`config.mk`:
```
export PLATFORM = sky130hd
export DESIGN_NAME = fss_addr
export DESIGN_NICKNAME = d
export VERILOG_FILES = /design/src/rtl/core/fss_pkg.sv /design/src/rtl/core/fss_addr.sv
export SDC_FILE = /design/constraint.sdc
export NUM_CORES = 1
export LEC_CHECK = 0
export BUFFER_PORTS_ARGS = -buffer_cell sky130_fd_sc_hd__buf_2
export CORE_AREA = 2 2 135 97
export DETAILED_ROUTE_END_ITERATION = 12
export DIE_AREA = 0 0 137 99
export PLACE_DENSITY = 0.84
export SYNTH_ARGS = -nofsm -noshare
export SYNTH_HDL_FRONTEND = slang
export SYNTH_SLANG_ARGS = --single-unit
```
`constraint.sdc`:
```
create_clock -name vclk -period 7.6
set_clock_uncertainty 0.15 [all_clocks]
set_input_delay 0.76 -clock vclk [all_inputs]
set_output_delay 0.76 -clock vclk [all_outputs]
set_load 0.005 [all_outputs]
```
`src/rtl/core/fss_pkg.sv`:
```
// ----------------------------------------------------------------------------
// fss_pkg
// Shared constants, codes and types of the free slot stack allocator.
// ----------------------------------------------------------------------------
`default_nettype none

package fss_pkg;

  // pool geometry (slot size is a power of two)
  localparam int unsigned POOL_SLOTS = 4096;
  localparam int unsigned SLOT_BYTES = 4096;
  localparam int unsigned SLOT_SHIFT = $clog2(SLOT_BYTES);

  // field widths
  localparam int unsigned ADDR_W = 64;
  localparam int unsigned IDX_W  = 12;
  localparam int unsigned REQ_W  = 2;
  localparam int unsigned STAT_W = 3;

  // stack pointer and fill count widths
  localparam int unsigned PTR_W = $clog2(POOL_SLOTS);
  localparam int unsigned CNT_W = $clog2(POOL_SLOTS + 1);

  // stream data widths, padded to whole bytes
  localparam int unsigned IN_BITS  = REQ_W + IDX_W + ADDR_W;
  localparam int unsigned OUT_BITS = STAT_W + IDX_W + ADDR_W;
  localparam int unsigned IN_W     = ((IN_BITS + 7) / 8) * 8;
  localparam int unsigned OUT_W    = ((OUT_BITS + 7) / 8) * 8;

  // request decode: bit 1 set means validate, otherwise bit 0 picks free
  localparam int unsigned REQ_VALIDATE_BIT = 1;
  localparam logic [REQ_W-1:0] REQ_ALLOC = 2'd0;
  localparam logic [REQ_W-1:0] REQ_FREE  = 2'd1;

  // result status codes
  localparam logic [STAT_W-1:0] ST_OK         = 3'd0;
  localparam logic [STAT_W-1:0] ST_FULL       = 3'd1;
  localparam logic [STAT_W-1:0] ST_NONE       = 3'd2;
  localparam logic [STAT_W-1:0] ST_BELOW      = 3'd3;
  localparam logic [STAT_W-1:0] ST_MISALIGNED = 3'd4;
  localparam logic [STAT_W-1:0] ST_ABOVE      = 3'd5;

  // stack operation request
  typedef struct packed {
    logic             push;
    logic             pop;
    logic [IDX_W-1:0] push_idx;
  } stack_req_t;

  // stack occupancy flags
  typedef struct packed {
    logic empty;
    logic full;
  } stack_stat_t;

endpackage

`default_nettype wire

```
`src/rtl/core/fss_addr.sv`:
```
// ----------------------------------------------------------------------------
// fss_addr
// Slot address arithmetic: address of an allocated slot and range and
// alignment checks of an address against the pool.
// ----------------------------------------------------------------------------
`default_nettype none

module fss_addr (
  input  wire logic [fss_pkg::ADDR_W-1:0] pool_base_i,
  input  wire logic [fss_pkg::IDX_W-1:0]  alloc_idx_i,
  input  wire logic [fss_pkg::ADDR_W-1:0] check_addr_i,
  output logic      [fss_pkg::ADDR_W-1:0] alloc_addr_o,
  output logic      [fss_pkg::STAT_W-1:0] chk_status_o,
  output logic      [fss_pkg::IDX_W-1:0]  chk_idx_o
);

  localparam int unsigned HI_LSB = fss_pkg::SLOT_SHIFT + fss_pkg::PTR_W;

  logic [fss_pkg::ADDR_W:0]   diff;
  logic [fss_pkg::ADDR_W-1:0] offset;
  logic                       below;
  logic                       misaligned;
  logic                       above;

  // base plus index times slot size
  assign alloc_addr_o = pool_base_i +
                        (fss_pkg::ADDR_W'(alloc_idx_i) << fss_pkg::SLOT_SHIFT);

  // offset from the base, borrow marks an address below the pool
  assign diff       = {1'b0, check_addr_i} - {1'b0, pool_base_i};
  assign offset     = diff[fss_pkg::ADDR_W-1:0];
  assign below      = diff[fss_pkg::ADDR_W];
  assign misaligned = |offset[fss_pkg::SLOT_SHIFT-1:0];
  assign above      = |offset[fss_pkg::ADDR_W-1:HI_LSB];

  // checks in priority order
  always_comb begin
    chk_status_o = fss_pkg::ST_OK;
    chk_idx_o    = fss_pkg::IDX_W'(offset[HI_LSB-1:fss_pkg::SLOT_SHIFT]);
    if (below) begin
      chk_status_o = fss_pkg::ST_BELOW;
    end else if (misaligned) begin
      chk_status_o = fss_pkg::ST_MISALIGNED;
    end else if (above) begin
      chk_status_o = fss_pkg::ST_ABOVE;
    end
  end

endmodule

`default_nettype wire

```
==> summary.md <==
| Metric | Value |
|---|---|
| Die H | `~99 um` |
| Quantity of gates resized following cts | `0` |
| Ratio of total power to cell area | `between 80 and 90 nW/um^2` |
| Post-synth cell types | `76` |
| First-pass detailed-route iteration total | `6` |
| Horiz. Die Dim | `roughly 140 um` |
| Post-detailed-placement half-perimeter wirelength | `around 19000 um` |
| Hold bufs inserted after CTS | `0` |
| Gpl congestion | `roughly 1.0` |
| LEAKAGE | `0.003324 uW` |
| Number of max-cap violations | `0` |
| Total gr overflow | `0` |
| Min cycle time layout | `5.625 ns` |
| Sum of negative setup slack | `0 ns` |
| Maximum number of pins on one net before global-route repair | `21` |
| Period utilisation layout | `0.7402` |
| Routed wire length | `21690 um` |
| Core ar. | `around 12000 um^2` |
| Count of antenna-violating nets left after detailed routing | `0` |
| CP Data Required Time | `6.69 ns` |
| Largest stage delay on the critical path | `0.60 ns` |
| Via count of the first global-routing pass | `6810` |
| Wire length of the first global-routing pass | `around 34000 um` |
| Initial DRC Count | `approximately 790` |
| Maximum clock frequency | `~180 MHz` |
| Critical Path Start Type | `primary input` |
| Area of the multi-input gates | `about 5500 um^2` |
| Cell row count | `34` |
| Arrival time reported for the critical path endpoint | `~4.7 ns` |
| Via count | `7789` |
| Cell with the largest stage delay on the worst path | `sky130_fd_sc_hd__a211oi_1` |
| Setup repair after global routing missed its margin | `false` |
| Peak VDD IR | `roughly 0.000047 V` |
| Sequential cells | `0` |
| Synthesis Warnings | `0` |
| Path class of the lowest-slack min-delay path | `in -> out` |
| Critical path class | `in -> out` |
| Number of port buffers | `~220` |
| Cell area after technology mapping | `approximately 6000 um^2` |
| Hold Vio Cnt, Final | `0` |
| Die footprint | `13560 um^2` |
| Net total in the final layout | `~1.3k` |
| DR vias/cell | `approximately 6` |
| Cell chain of the critical path | `buf_2 > inv_1 > ha_1 > nand2_1 > o21ai_0 > a211oi_1 > o31a_1 > o31a_1 > o31ai_4 > a21oi_1 > o21ai_0 > xor2_1 > or4_1 > nor4_1 > nor2_1 > buf_2` |
| Number of antenna violations at the first check in global routing | `0` |
| Syn Area/Cell | `approximately 6.4 um^2` |
| Sequential share of the synthesized area | `0` |
| Clock buffer instance count of the final layout | `0` |
| Worst Setup End Kind | `output port` |
| Transition time at the pin with the least slew margin | `approximately 0.88 ns` |
| Total setup buffers inserted after CTS | `0` |
| Setup-violating endpoint count in the final report | `0` |
| Total power after layout | `588.9 uW` |
| Initial cell density of the core | `0.4932` |
| Outcome | `completed` |
| Highest net fanout along the worst path | `14` |
| Synthesis-to-layout area growth | `17.93%` |
| Drt drc | `0` |
| GR Util All Layers | `0.3064` |
| Count of boundary I/O pins | `about 220` |
| Number of diodes added for antenna fixing | `0` |
| Number of pins exceeding their max-slew limit in the final report | `0` |
| Routed wire length per instance | `around 17 um` |
| Sequential Area | `0 um^2` |
| Rel. slew slack | `0.4115` |
| Post-synth net total | `about 1.2k` |
| Filler instances | `1217` |
| Syn Inst Count | `about 950` |
| Fraction of final layout cells with drive strength greater than 1 | `0.2171` |
[Yosys cell counts, drive strengths merged, types with 8 or more instances]
library cell  instances  area [um^2]
buf                  21        135.1
nor2b                 8        50.05
a211oi               12        95.09
or3                   8        55.05
nor3                 18        90.09
xnor2                63        551.8
inv                  82        307.8
a21o                 14        105.1
o21ai                67        339.1
nand3                31        155.2
xor2                 19        166.4
a21oi                92        468.0
nand4                48        321.6
and3                  8        50.05
clkbuf               23        87.58
ha                   76        950.9
nor2                 87        329.1
o211ai               11        87.58
nor4                 15        106.4
o21a                 30        225.2
nand2               106        397.9
[per-stage QoR]
| stage | worst slack, ns | hold slack (ns) | instances | util | cell area (um^2) |
|---|---|---|---|---|---|
| after floorplan | 2.893 | 1.430 | 948 | - | 6042 |
| after global placement | 2.145 | 1.550 | 1286 | 0.5816 | 7126 |
| after detailed placement | 2.084 | 1.551 | 1286 | 0.5816 | 7126 |
| after CTS | 2.071 | 1.551 | 1286 | 0.5816 | 7126 |
| after global routing | 1.631 | 1.564 | 1286 | 0.5816 | 7126 |
| final | 1.975 | 1.550 | 1286 | 0.5816 | 7126 |
[layout make-up]
type,instances,share of cell area
multi-input cells,822,0.7735
repair buffers,220,0.1549
inverters,82,0.04320
well taps,162,0.02845
[report_power, final]
group	total, uW	internal [uW]	switching [uW]
clock	0	0	0
sequential	0	0	0
combinational	589	233	356
total	589	233	356
[worst max-delay path, delay by kind of cell]
| family | cells | cell delay [ns] |
|---|---|---|
| buffers and inverters | 3 | 0.57 |
| AND/OR/NAND/NOR | 4 | 1.03 |
| XOR/XNOR | 1 | 0.17 |
| adder cells (fa/ha/maj) | 1 | 0.42 |
| AO/OA/AOI/OAI | 7 | 1.76 |
[cells by family (layout without fill, tap and decap cells)]
logic type                 Yosys count  count (layout)  synth area share
AOI/OAI and AO/OA                  301             301            0.3315
adders and majority gates           78              78            0.1640
muxes                                5               5          0.008491
and+or+nand+nor                    356             356            0.2893
xor gates and xnor gates            82              82            0.1189
buffers and inverters              126             302           0.08780
[cell usage in the layout, fill, tap and decap left out, types with 10 or more instances in the layout]
cell                       Yosys  routed
sky130_fd_sc_hd__xnor2_1      63      63
sky130_fd_sc_hd__a21o_1       14      14
sky130_fd_sc_hd__o211ai_1     10      10
sky130_fd_sc_hd__nand2_1     106     106
sky130_fd_sc_hd__o21ai_0      59      59
sky130_fd_sc_hd__a21oi_1      90      90
sky130_fd_sc_hd__xor2_1       19      19
sky130_fd_sc_hd__nand3_1      31      31
sky130_fd_sc_hd__a211oi_1     11      11
sky130_fd_sc_hd__nor2_1       86      86
sky130_fd_sc_hd__inv_1        82      82
sky130_fd_sc_hd__nor4_1       13      13
sky130_fd_sc_hd__o21a_1       30      30
sky130_fd_sc_hd__buf_2         9     219
sky130_fd_sc_hd__ha_1         76      76
sky130_fd_sc_hd__nor3_1       18      18
sky130_fd_sc_hd__nand4_1      46      46
[metal layers]
layer | up-vias | track usage | wire, um
li1 | 3814 | - | -
met3 | 22 | 0.04321 | 2490
met4 | 0 | 0.03331 | 243
met5 | - | 0 | 0
met1 | 3527 | 0.4833 | 10460
met2 | 426 | 0.4455 | 8490
[final timing paths]
kind / from / to / slack (ns) / cells after the start
setup / recovery: pool_base_i[24] / chk_status_o[2] / 1.97 / 16
hold / removal: pool_base_i[10] / alloc_addr_o[10] / 1.55 / 2
No activity file was read; power rests on OpenSTA's default activity.
